`src/design/nbd_pkg.sv`:
```
`default_nettype none

package nbd_pkg;

  typedef struct packed {
    logic [7:0] char_code;
    logic       end_of_name;
  } in_item_t;

  typedef struct packed {
    logic [7:0] out_char;
    logic       last;
    logic [1:0] error_kind;
  } out_item_t;

  localparam logic [1:0] ERR_NONE     = 2'd0;
  localparam logic [1:0] ERR_BAD_CHAR = 2'd1;
  localparam logic [1:0] ERR_ODD_CHAR = 2'd2;
  localparam logic [1:0] ERR_TOO_LONG = 2'd3;

  localparam logic [7:0] CHAR_NUL   = 8'h00;
  localparam logic [7:0] CHAR_TAB   = 8'h09;
  localparam logic [7:0] CHAR_CR    = 8'h0D;
  localparam logic [7:0] CHAR_SPACE = 8'h20;
  localparam logic [7:0] CHAR_DOT   = 8'h2E;
  localparam logic [7:0] CHAR_LT    = 8'h3C;
  localparam logic [7:0] CHAR_GT    = 8'h3E;
  localparam logic [7:0] CHAR_A     = 8'h41;
  localparam logic [7:0] CHAR_P     = 8'h41 + 8'd15;
  localparam logic [7:0] CHAR_DEL   = 8'h7F;
  localparam logic [3:0] NIB_MASK   = 4'h0F;

  localparam logic [7:0] HEX_DIGITS [16] = '{
    8'h30, 8'h31, 8'h32, 8'h33, 8'h34, 8'h35, 8'h36, 8'h37,
    8'h38, 8'h39, 8'h41, 8'h42, 8'h43, 8'h44, 8'h45, 8'h46
  };

  function automatic logic [7:0] hex_digit(input logic [3:0] nib);
    return HEX_DIGITS[nib];
  endfunction

  function automatic logic is_ws(input logic [7:0] c);
    return (c == CHAR_SPACE) || ((c >= CHAR_TAB) && (c <= CHAR_CR));
  endfunction

  // not printable, or a space
  function automatic logic needs_marker(input logic [7:0] c);
    return (c <= CHAR_SPACE) || (c >= CHAR_DEL);
  endfunction

endpackage

`default_nettype wire

```
`src/design/nbd_store.sv`:
```
`default_nettype none

module nbd_store #(
  parameter int DEPTH = 16,
  parameter int AW    = 4
) (
  input  wire logic          clk,
  input  wire logic          rd_en,
  input  wire logic [AW-1:0] rd_addr,
  input  wire logic          wr_en,
  input  wire logic [AW-1:0] wr_addr,
  input  wire logic [7:0]    wr_data,
  output logic      [7:0]    rd_data
);

  logic [7:0] mem [DEPTH];

  always_ff @(posedge clk) begin
    if (wr_en) begin
      mem[wr_addr] <= wr_data;
    end
  end

  // read data holds until the next read
  always_ff @(posedge clk) begin
    if (rd_en) begin
      rd_data <= mem[rd_addr];
    end
  end

endmodule

`default_nettype wire

```
`src/design/nbd_seq.sv`:
```
`default_nettype none

module nbd_seq #(
  parameter int NAME_BYTES = 16,
  parameter int AW         = 4,
  parameter int CW         = 5
) (
  input  wire logic              clk,
  input  wire logic              rst,
  input  wire logic              item_valid,
  output logic                   item_ready,
  input  wire nbd_pkg::in_item_t item,
  input  wire logic              slot_free,
  output logic                   emit_valid,
  output nbd_pkg::out_item_t     emit_data,
  output logic                   mem_rd_en,
  output logic [AW-1:0]          mem_rd_addr,
  output logic                   mem_wr_en,
  output logic [AW-1:0]          mem_wr_addr,
  output logic [7:0]             mem_wr_data,
  input  wire logic [7:0]        mem_rd_data
);

  import nbd_pkg::*;

  typedef enum logic [2:0] {
    S_IDLE, S_CHECK, S_TRIM, S_BYTES, S_MARK, S_TAIL
  } state_t;

  state_t      state;
  logic [CW-1:0] byte_count;
  logic [3:0]  high_nibble;
  logic        half_pending;
  logic        in_scope;
  logic [1:0]  first_error;
  logic [7:0]  trail_char;
  logic        trail_last;
  logic [7:0]  code;
  logic        mark_en;
  logic [1:0]  mark_idx;
  logic [CW-1:0] end_cnt;
  logic [CW-1:0] idx;

  logic          accept;
  logic          term;
  logic          flush;
  logic          name_char;
  logic          bad_char;
  logic [3:0]    nib;
  logic          room;
  logic [CW-1:0] bc_m1;
  logic [CW-1:0] cnt_m1;
  logic [CW-1:0] cnt_m2;
  logic [CW-1:0] idx_p1;
  logic [1:0]    err_flush;
  logic [1:0]    err_name;

  assign item_ready = (state == S_IDLE);
  assign accept     = item_valid && item_ready;
  assign term       = item.end_of_name || (item.char_code == CHAR_NUL);
  assign flush      = !in_scope && (term || (item.char_code == CHAR_DOT));
  assign name_char  = !term && !in_scope && (item.char_code != CHAR_DOT);
  assign bad_char   = (item.char_code < CHAR_A) || (item.char_code > CHAR_P);
  assign nib        = (item.char_code[3:0] - 4'd1) & NIB_MASK;
  assign room       = byte_count < CW'(NAME_BYTES);
  assign bc_m1      = byte_count - CW'(1);
  assign cnt_m1     = end_cnt - CW'(1);
  assign cnt_m2     = end_cnt - CW'(2);
  assign idx_p1     = idx + CW'(1);

  always_comb begin
    err_flush = first_error;
    if (first_error == ERR_NONE && half_pending) begin
      err_flush = ERR_ODD_CHAR;
    end
    err_name = first_error;
    if (first_error == ERR_NONE) begin
      if (bad_char) begin
        err_name = ERR_BAD_CHAR;
      end else if (half_pending && !room) begin
        err_name = ERR_TOO_LONG;
      end
    end
  end

  // memory port control; writes happen only in idle, reads only while flushing
  always_comb begin
    mem_rd_en   = 1'b0;
    mem_rd_addr = '0;
    mem_wr_en   = 1'b0;
    mem_wr_addr = byte_count[AW-1:0];
    mem_wr_data = {high_nibble, nib};
    unique case (state)
      S_IDLE: begin
        if (accept && flush && byte_count != '0) begin
          mem_rd_en   = 1'b1;
          mem_rd_addr = bc_m1[AW-1:0];
        end
        if (accept && name_char && half_pending && room) begin
          mem_wr_en = 1'b1;
        end
      end
      S_CHECK: begin
        if (needs_marker(mem_rd_data)) begin
          if (end_cnt != '0) begin
            mem_rd_en   = 1'b1;
            mem_rd_addr = cnt_m1[AW-1:0];
          end
        end else begin
          mem_rd_en = 1'b1;
        end
      end
      S_TRIM: begin
        if (is_ws(mem_rd_data)) begin
          if (cnt_m1 != '0) begin
            mem_rd_en   = 1'b1;
            mem_rd_addr = cnt_m2[AW-1:0];
          end
        end else begin
          mem_rd_en = 1'b1;
        end
      end
      S_BYTES: begin
        if (slot_free && idx_p1 < end_cnt) begin
          mem_rd_en   = 1'b1;
          mem_rd_addr = idx_p1[AW-1:0];
        end
      end
      default: begin
      end
    endcase
  end

  always_comb begin
    emit_valid           = 1'b0;
    emit_data.out_char   = trail_char;
    emit_data.last       = 1'b0;
    emit_data.error_kind = first_error;
    unique case (state)
      S_BYTES: begin
        emit_valid         = slot_free;
        emit_data.out_char = mem_rd_data;
      end
      S_MARK: begin
        emit_valid = slot_free;
        unique case (mark_idx)
          2'd0:    emit_data.out_char = CHAR_LT;
          2'd1:    emit_data.out_char = hex_digit(code[7:4]);
          2'd2:    emit_data.out_char = hex_digit(code[3:0]);
          default: emit_data.out_char = CHAR_GT;
        endcase
      end
      S_TAIL: begin
        emit_valid     = slot_free;
        emit_data.last = trail_last;
      end
      default: begin
      end
    endcase
  end

  always_ff @(posedge clk) begin
    if (rst) begin
      state        <= S_IDLE;
      byte_count   <= '0;
      high_nibble  <= '0;
      half_pending <= 1'b0;
      in_scope     <= 1'b0;
      first_error  <= ERR_NONE;
    end else begin
      unique case (state)
        S_IDLE: begin
          if (accept) begin
            trail_char <= term ? CHAR_NUL : item.char_code;
            trail_last <= term;
            mark_en    <= 1'b0;
            mark_idx   <= '0;
            idx        <= '0;
            end_cnt    <= bc_m1;
            if (flush) begin
              first_error  <= err_flush;
              half_pending <= 1'b0;
              state        <= (byte_count == '0) ? S_TAIL : S_CHECK;
            end else if (!name_char) begin
              state <= S_TAIL;
            end else begin
              first_error <= err_name;
              if (!half_pending) begin
                high_nibble  <= nib;
                half_pending <= 1'b1;
              end else begin
                half_pending <= 1'b0;
                if (room) begin
                  byte_count <= byte_count + CW'(1);
                end
              end
            end
          end
        end
        S_CHECK: begin
          code <= mem_rd_data;
          if (needs_marker(mem_rd_data)) begin
            mark_en <= 1'b1;
            state   <= (end_cnt == '0) ? S_MARK : S_TRIM;
          end else begin
            end_cnt <= byte_count;
            state   <= S_BYTES;
          end
        end
        S_TRIM: begin
          if (is_ws(mem_rd_data)) begin
            end_cnt <= cnt_m1;
            if (cnt_m1 == '0) begin
              state <= S_MARK;
            end
          end else begin
            state <= S_BYTES;
          end
        end
        S_BYTES: begin
          if (slot_free) begin
            idx <= idx_p1;
            if (idx_p1 >= end_cnt) begin
              state <= mark_en ? S_MARK : S_TAIL;
            end
          end
        end
        S_MARK: begin
          if (slot_free) begin
            mark_idx <= mark_idx + 2'd1;
            if (mark_idx == 2'd3) begin
              state <= S_TAIL;
            end
          end
        end
        S_TAIL: begin
          if (slot_free) begin
            byte_count <= '0;
            state      <= S_IDLE;
            if (trail_last) begin
              high_nibble  <= '0;
              half_pending <= 1'b0;
              in_scope     <= 1'b0;
              first_error  <= ERR_NONE;
            end else begin
              in_scope <= 1'b1;
            end
          end
        end
        default: begin
          state <= S_IDLE;
        end
      endcase
    end
  end

  a_no_rw_overlap: assert property (@(posedge clk) disable iff (rst)
    !(mem_rd_en && mem_wr_en))
    else $error("store read and write in the same cycle");

  a_count_bound: assert property (@(posedge clk) disable iff (rst)
    byte_count <= CW'(NAME_BYTES))
    else $error("byte count beyond name length");

  a_bytes_range: assert property (@(posedge clk) disable iff (rst)
    (state == S_BYTES) |-> (idx < end_cnt))
    else $error("byte index past end of flush");

  a_last_clears: assert property (@(posedge clk) disable iff (rst)
    (emit_valid && emit_data.last) |=>
      (state == S_IDLE && byte_count == '0 && first_error == ERR_NONE && !in_scope))
    else $error("state not cleared after terminator");

endmodule

`default_nettype wire

```
`src/design/netbios_name_decoder_core.sv`:
```
// netbios name decoder
// input channel item_valid/item_ready/item carries one encoded character per
// transaction, or an end of name marker (end_of_name set, or a nul character).
// output channel result_valid/result_ready/result carries one decoded byte per
// transaction; the transaction with last set carries the zero terminator.
// name characters before the first dot are taken one per cycle and give no
// result; pairs of them are decoded into bytes and written to a single-port
// style store of NAME_BYTES entries with a registered read. a scope
// character's result is emitted from the tail state, so scope characters
// are not taken back to back. at the dot or at the end of a name the store
// is read back: the last byte is checked first, then each byte examined
// while trimming whitespace (the trimmed ones and the byte that stops the
// trim), then the emitted bytes and a four-character hex marker; the dot or
// terminator follows. a new transaction is taken once the last result of
// the previous one sits in the output register. a stalled receiver holds
// the result register and the sequencer waits. synchronous reset clears the
// state, byte count, nibble, scope and error; the store needs no clearing.
`default_nettype none

module netbios_name_decoder_core #(
  parameter int NAME_BYTES = 16
) (
  input  wire logic               clk,
  input  wire logic               rst,
  input  wire logic               item_valid,
  output logic                    item_ready,
  input  wire nbd_pkg::in_item_t  item,
  output logic                    result_valid,
  input  wire logic               result_ready,
  output nbd_pkg::out_item_t      result
);

  import nbd_pkg::*;

  localparam int AW = (NAME_BYTES > 1) ? $clog2(NAME_BYTES) : 1;
  localparam int CW = $clog2(NAME_BYTES + 1);

  logic          slot_free;
  logic          emit_valid;
  out_item_t     emit_data;
  logic          mem_rd_en;
  logic [AW-1:0] mem_rd_addr;
  logic          mem_wr_en;
  logic [AW-1:0] mem_wr_addr;
  logic [7:0]    mem_wr_data;
  logic [7:0]    mem_rd_data;

  assign slot_free = !result_valid || result_ready;

  nbd_store #(
    .DEPTH (NAME_BYTES),
    .AW    (AW)
  ) u_store (
    .clk     (clk),
    .rd_en   (mem_rd_en),
    .rd_addr (mem_rd_addr),
    .wr_en   (mem_wr_en),
    .wr_addr (mem_wr_addr),
    .wr_data (mem_wr_data),
    .rd_data (mem_rd_data)
  );

  nbd_seq #(
    .NAME_BYTES (NAME_BYTES),
    .AW         (AW),
    .CW         (CW)
  ) u_seq (
    .clk         (clk),
    .rst         (rst),
    .item_valid  (item_valid),
    .item_ready  (item_ready),
    .item        (item),
    .slot_free   (slot_free),
    .emit_valid  (emit_valid),
    .emit_data   (emit_data),
    .mem_rd_en   (mem_rd_en),
    .mem_rd_addr (mem_rd_addr),
    .mem_wr_en   (mem_wr_en),
    .mem_wr_addr (mem_wr_addr),
    .mem_wr_data (mem_wr_data),
    .mem_rd_data (mem_rd_data)
  );

  // output register
  always_ff @(posedge clk) begin
    if (rst) begin
      result_valid <= 1'b0;
    end else if (emit_valid) begin
      result_valid <= 1'b1;
    end else if (result_ready) begin
      result_valid <= 1'b0;
    end
  end

  always_ff @(posedge clk) begin
    if (emit_valid) begin
      result <= emit_data;
    end
  end

endmodule

`default_nettype wire
```
`config.mk`:
```
export PLATFORM = sky130hd
export DESIGN_NAME = netbios_name_decoder_core
export DESIGN_NICKNAME = d
export VERILOG_FILES = /design/src/design/nbd_pkg.sv /design/src/design/nbd_store.sv /design/src/design/nbd_seq.sv /design/src/design/netbios_name_decoder_core.sv
export SDC_FILE = /design/constraint.sdc
export NUM_CORES = 1
export LEC_CHECK = 0
export BUFFER_PORTS_ARGS = -buffer_cell sky130_fd_sc_hd__buf_2
export CAP_MARGIN = 15
export CORE_AREA = 2 2 137 139
export DETAILED_ROUTE_END_ITERATION = 16
export DIE_AREA = 0 0 139 141
export GPL_ROUTABILITY_DRIVEN = 1
export PLACE_DENSITY = 0.74
export RECOVER_POWER = 100
export SYNTH_ARGS = -nofsm -noshare
export SYNTH_HDL_FRONTEND = slang
export SYNTH_SLANG_ARGS = --single-unit
export TNS_END_PERCENT = 50
```
`constraint.sdc`:
```
create_clock -name clk -period 3.6 [get_ports clk]
set_clock_uncertainty 0.05 [all_clocks]
set_input_delay 0.54 -clock clk [delete_from_list [all_inputs] [get_ports clk]]
set_output_delay 0.54 -clock clk [all_outputs]
set_load 0.02 [all_outputs]
```
## After elaboration in Yosys (flattened, before gate mapping)

Memories as Yosys holds them, arrays and structs flattened. A register that Yosys moved wholly into a read port is not among the register bits.
Index checks and enable logic that the tools add are counted.
Widths: inputs -> output; s select.

| operators by class | value |
|---|---|
| order comparisons | 11 |
| reduce and logical (&&, ||, !) cells | 52 |
| bitwise operators | 3 |
| add/subtract/negate cells | 7 |
| muxes and demuxes | 87 |
| divide/modulo/power cells | 0 |
| shift-type cells | 0 |
| equal/unequal tests | 32 |
| multiply operators | 0 |

Operators by type and width:

| operator | number |
|---|---|
| $mux 5 | 11 |
| $mux 4 | 12 |
| $mux 3 | 13 |
| $mux 8 | 4 |
| $pmux 8 s3 | 1 |
| $mux 1 | 23 |
| $mux 2 | 11 |
| $pmux 5 s2 | 2 |
| $pmux 3 s6 | 1 |
| $eq 8x6->1 const B | 2 |
| $ne 2x1->1 const B | 8 |
| $pmux 4 s4 | 1 |
| $pmux 8 s2 | 1 |
| $reduce_and 8->1 | 2 |
| $logic_not 5->1 | 3 |
| $ne 3x3->1 const B | 5 |
| $pmux 5 s3 | 1 |
| $reduce_bool 5->1 | 3 |
| $ne 2x2->1 const B | 7 |
| $reduce_and 7->1 | 2 |
| $logic_and 1x1->1 | 13 |
| $reduce_and 4->1 | 3 |
| $add 5x1->5 const B | 2 |
| $ge 5x5->1 const B | 2 |
| other kinds (37) | 59 |

| storage, ports and cells | value |
|---|---|
| memories kept | 3 |
| latch bits | 0 |
| input port bits | 13 |
| bits in writable memories | 128 |
| ROM bits | 256 |
| register bits after elaboration | 58 |

Memory list:

| memory | words | bits a word | rd ports | clocked after memory_dff | write ports | RTL line | text |
|---|---|---|---|---|---|---|---|
| (no name shown) | 16 | 8 | 1 | 0 | 0 | nbd_pkg.sv:39 | `return HEX_DIGITS[nib];` |
| (no name shown) | 16 | 8 | 1 | 0 | 0 | nbd_pkg.sv:39 |  |
| u_store.mem | 16 | 8 | 1 | 1 | 1 | nbd_store.sv:16 | `logic [7:0] mem [DEPTH];` |

## Longest topological paths before layout

| logic depth | value |
|---|---|
| word-level depth | 12 |
| gate-level depth with buffers | 15 |
| mapped depth without buffers | 13 |

## By module

A second synthesis with hierarchy kept.

| second synthesis, totals | value |
|---|---|
| cell total of the unflattened synthesis | 619 |
| area, all modules | 8,923.6 um^2 |

By module, submodules not included:

| module | seq. area each (um^2) | instances | cells an instance | area an instance (um^2) |
|---|---|---|---|---|
| nbd_store | 4,083.9 | 1 | 229 | 5,227.5 |
| nbd_seq | 1,221.2 | 1 | 375 | 3,319.4 |
| netbios_name_decoder_core | 350.3 | 1 | 15 | 376.6 |

## Worst setup path after synthesis

OpenSTA, ideal clock, no wires.

| path | value |
|---|---|
| kind | input port to flip-flop |
| start point | in item[1] in the netlist's numbering |
| end point | reg u_store.rd_data[1], read port of u_store.mem (data pin) |
| data arrival time | 2,801 ps |
| path slack | 487 ps |
| setup time | 262 ps |
| stages on the path | 13 |
| buffers on the path | 2 |
| required time | 3,288 ps |
| cells stage by stage | inv_1 -> ha_1 -> nor4b_1 -> o32a_1 -> nand2_1 -> o32a_1 -> o211ai_2 -> buf_6 -> buf_4 -> mux2i_1 -> mux2i_1 -> a22oi_1 -> nand3_1 |

| on the way | value |
|---|---|
| cells in the longest elaborated chain, start to end | 8 |

Ends and longest elaborated chain:

| item | RTL line | text |
|---|---|---|
| from (decl) | netbios_name_decoder_core.sv:27 | `input wire nbd_pkg::in_item_t item,` |
| $logic_not 8->1 | nbd_seq.sv:60 | `assign term = item.end_of_name \|\| (item.char_code == CHAR_NUL);` |
| $logic_or 1x1->1 | nbd_seq.sv:60 |  |
| $logic_or 1x1->1 (*) | nbd_seq.sv:61 | `assign flush = !in_scope && (term \|\| (item.char_code == CHAR_DOT));` |
| $logic_and 1x1->1 (*) | nbd_seq.sv:61 |  |
| $logic_and 1x1->1 (*) (2 in series) | nbd_seq.sv:95 | `if (accept && flush && byte_count != '0) begin` |
| $mux 4 or $mux 1 (tied branches) | nbd_seq.sv:95 |  |
| $pmux 4 s4 or $pmux 1 s4 (tied branches) | nbd_seq.sv:93 | `unique case (state)` |
| to (decl) | nbd_store.sv:13 | `output logic [7:0] rd_data` |

Every way passes the cells marked *; elsewhere a longest branch is shown, timed or not.
A chain may end at the register's enable or synchronous reset.

## Worst setup path after layout

| path | value |
|---|---|
| start point | reg u_seq.idx[0] |
| end point | reg u_store.rd_data[0], read port of u_store.mem (data pin) |

| on the way | value |
|---|---|
| cells in the longest elaborated chain, start to end | 5 |

Ends and longest elaborated chain:

| item | RTL line | text |
|---|---|---|
| from (decl) | nbd_seq.sv:42 | `logic [CW-1:0] idx;` |
| from (signal assigned) | nbd_seq.sv:222 | `idx <= idx_p1;` |
| $add 5x1->5 (*) | nbd_seq.sv:69 | `assign idx_p1 = idx + CW'(1);` |
| net u_seq.idx_p1[4] | nbd_seq.sv:54 | `logic [CW-1:0] idx_p1;` |
| $lt 5x5->1 (*) | nbd_seq.sv:124 | `if (slot_free && idx_p1 < end_cnt) begin` |
| $logic_and 1x1->1 (*) | nbd_seq.sv:124 |  |
| $mux 4 or $mux 1 (tied branches) | nbd_seq.sv:124 |  |
| $pmux 4 s4 or $pmux 1 s4 (tied branches) | nbd_seq.sv:93 |  |

The timed path passes the listed nets; every way through them passes the cells marked *.

==> summary.md <==
| Metric | Value |
|---|---|
| Root cell of the clock tree | clkbuf_16 |
| Drt pass-1 iters | 5 |
| Most common cell in the netlist | edfxtp_1 |
| Worst rel slew slack | 0.361 |
| Synth area leaders | edfxtp_1 59%, mux2i_1 5.8%, nand2_1 3.9% |
| RD Place Congestion | 0.938 |
| CP Max Fanout | 18 |
| Hold slack | 0.384 ns |
| Worst setup endpoint | u_store.rd_data[0] |
| Initial DRC count | 614 |
| CORE AREA | 18300 um^2 |
| Avg Inst Size Synth | 12.5 um^2 |
| DRT antenna net count | 0 |
| Period utilization | 0.960 |
| Hpwl dp | 14.3 mm |
| First-pass GRT wire length | 32.7 mm |
| Total number of vias | 6115 |
| Cells after synthesis | 719 |
| Reg-to-reg startpoint | u_seq.idx[0] |
| Crit start category | register |
| Area leader, netlist | edfxtp_1 |
| F_max | 289 MHz |
| Routed wire length | 21.1 mm |
| H-tree Lvls | 4 |
| RSZ-0062 raised after global routing | true |
| Sequential element share of the synthesized area | 0.631 |
| Clock-pin slew on the worst setup and hold paths | 0.08 ns |
| Fraction of synthesized cell area taken by the top area cell type | 0.593 |
| Layout cells sized above 1 | 0.0742 |
| Actual slew at the worst max-slew pin | 0.954 ns |
| Final Power | 6.87 mW |
| Max IR drop VDD | 0.000401 V |
| Comb power frac | 0.280 |
| Clock Power Share | 0.260 |
| Fill count | 1492 |
| Vias per cell | 6.02 |
| Status | completed |
| Top cells by count, synth | 177 x edfxtp_1, 94 x nand2_1, 66 x nor2_1 |
| Final count of hold timing violations | 0 |
| Worst min path class | in2reg |
| Initial antenna violation count | 0 |
| Net switching power | 2.34 mW |
| Row cnt | 50 |
| Flop2flop setup slack | 0.14 ns |
| Clock latency on the worst-skew pair | 0.44 ns |
| Critical Path End Type | register |
| Remaining Overflow, GRT | 0 |
| Inserted Clock Buffers | 17 |
| Reg power frac | 0.460 |
| Fin nets | 806 |
| Synth Flop Type | edfxtp_1 |
| Ys async rst share | 0 |
| CTS tree | done |
| Max-cap violations | 0 |
| Die H | 141 um |
| FF+latch count, synth | 194 |
| Pin count of the biggest net entering global routing | 33 |
| R2R depth | 14 |
| Setup Fix Bufs, Post-CTS | 0 |
| Die width | 139 um |
| Starting Density | 0.490 |
| Ports | 26 |
| Mapped Area | 8960 um^2 |
| Post-synth EDFFs | 177 |
| Die area | 19600 um^2 |
| Average wire per standard cell | 20.7 um |
| CTS Buffer Depth | 2 |
| Vias in the first global route | 5949 |
| WP data arrival | 3.58 ns |
| Pint | 4.53 mW |
| Data required, critical path | 3.72 ns |
| Leak | 3.52 nW |
| Area growth syn-to-layout | 11.5% |
| Power per cell area | 687 nW/um^2 |
| Max Slew Vio Count | 0 |
| Antenna Cells | 0 |
| IO buf count | 25 |
| Yosys cell types | 63 |
| Sw frac | 0.340 |
| # DRC | 0 |
| # setup viols final | 0 |
| Total track usage | 0.216 |
| Clock sink count | 194 |
| PostCTS Resize Cnt | 0 |
| CTS Hold Buffers Added | 0 |
| Storage cell area | 5660 um^2 |
| RR Endpoint | u_store.rd_data[0] |
| YS warnings | 0 |
| Synthesized Nets | 756 |
| Footprint of the multi-input gates | 3080 um^2 |
| CP startpoint | u_seq.idx[0] |
| WS Path Type | reg2reg |
| Crit path time final | 3.46 ns |
## final cells by class
type	count	share of cell area
inverters	24	0.00914
repair buffers	60	0.0312
flip-flops and latches	194	0.566
clock buffers	18	0.0429
multi-input cells	472	0.308
well taps	234	0.0293
clock inverters	14	0.0131
## flip-flops by register name (all words and copies together), names as in the netlist, 2 cells and up
name / cells
result: 11
u_seq.byte_count: 5
u_seq.code: 8
u_seq.end_cnt: 5
u_seq.first_error: 2
u_seq.high_nibble: 4
u_seq.idx: 5
u_seq.mark_idx: 2
u_seq.state: 3
u_seq.trail_char: 8
u_store.mem: 128
u_store.rd_data: 8
## placed cells by master, fill, tap and decap left out, types with 3 or more instances in the layout
| cell | instances |
|---|---|
| nand4_1 | 7 |
| buf_2 | 10 |
| o21ai_0 | 13 |
| a31oi_1 | 5 |
| clkbuf_16 | 17 |
| clkbuf_1 | 39 |
| nor4b_1 | 4 |
| a21oi_1 | 24 |
| clkinv_1 | 4 |
| nand2_1 | 94 |
| edfxtp_1 | 177 |
| a22oi_1 | 10 |
| xnor2_1 | 7 |
| nor2b_1 | 13 |
| nor3_1 | 15 |
| inv_1 | 23 |
| a211oi_1 | 8 |
| xor2_1 | 7 |
| a311o_1 | 14 |
| and2_1 | 3 |
| a221o_1 | 7 |
| buf_4 | 9 |
| nand3_1 | 18 |
| ha_1 | 24 |
| nand2b_1 | 9 |
| o22ai_1 | 3 |
| a21boi_0 | 3 |
| and3_1 | 18 |
| nor2_1 | 66 |
| mux2i_1 | 52 |
| dfxtp_1 | 17 |
| o211ai_1 | 6 |
## worst max-delay path, cell delays in order (launching register included)
cell	delay, ns
edfxtp_1	0.45
ha_1	0.26
nand3_1	0.09
xnor2_1	0.14
ha_1	0.29
and3_1	0.16
a21oi_1	0.12
nand3_1	0.20
nand2b_1	0.27
o211ai_4	0.16
buf_12	0.22
mux2i_1	0.27
mux2i_1	0.14
a22oi_2	0.26
nand3_1	0.12
## per-layer routing
metal  vias to the layer above  global-route usage  routed length [um]
met4                         0              0.0734                 388
met2                       249               0.377               10700
met3                        34              0.0374                1310
met1                      3036               0.276                8680
li1                       2796                   -                   -
met5                         -                   0                   0
## per-stage QoR
stage	setup TNS (ns)	setup WS [ns]	instance area, um^2	util	cells
floorplan	0	0.487	8960	-	719
global placement	0	0.246	9520	0.521	984
detailed placement	0	0.183	9520	0.521	984
CTS	0	0.151	10100	0.552	1016
global route	-0.0424	-0.0377	9990	0.547	1016
finish	0	0.143	9990	0.547	1016
## power groups by stage
stage | Clock (mW) | Combinational [mW] | Sequential (mW)
2_1_floorplan | 0 | 1.34 | 3.10
3_3_place_gp | 0 | 1.82 | 3.18
3_5_place_dp | 0 | 1.90 | 3.20
4_1_cts | 1.80 | 1.91 | 3.15
5_1_grt | 1.89 | 2.09 | 3.19
6_report | 1.79 | 1.92 | 3.16
## how the worst min path moves through the flow
stage	from	to	slack, ns	cells past startpoint
finish	result_ready	result_valid	0.38	3
global route	result_ready	result_valid	0.42	3
global placement	u_seq.first_error[0]	result[0]	0.40	0
detailed placement	u_seq.first_error[0]	result[0]	0.41	0
floorplan	u_seq.first_error[0]	result[0]	0.38	0
CTS	result_ready	result_valid	0.38	3
## cells by family (layout without fill, tap and decap cells)
group,after synthesis,after routing,synth area share
muxes,52,52,0.0581
adders and majority gates,24,24,0.0335
and+or+nand+nor,263,263,0.138
xor gates and xnor gates,14,14,0.0137
buffers and inverters,53,116,0.0279
DFF,194,194,0.631
AOI/OAI and AO/OA,119,119,0.0972
(Power assumes the default switching activity.)
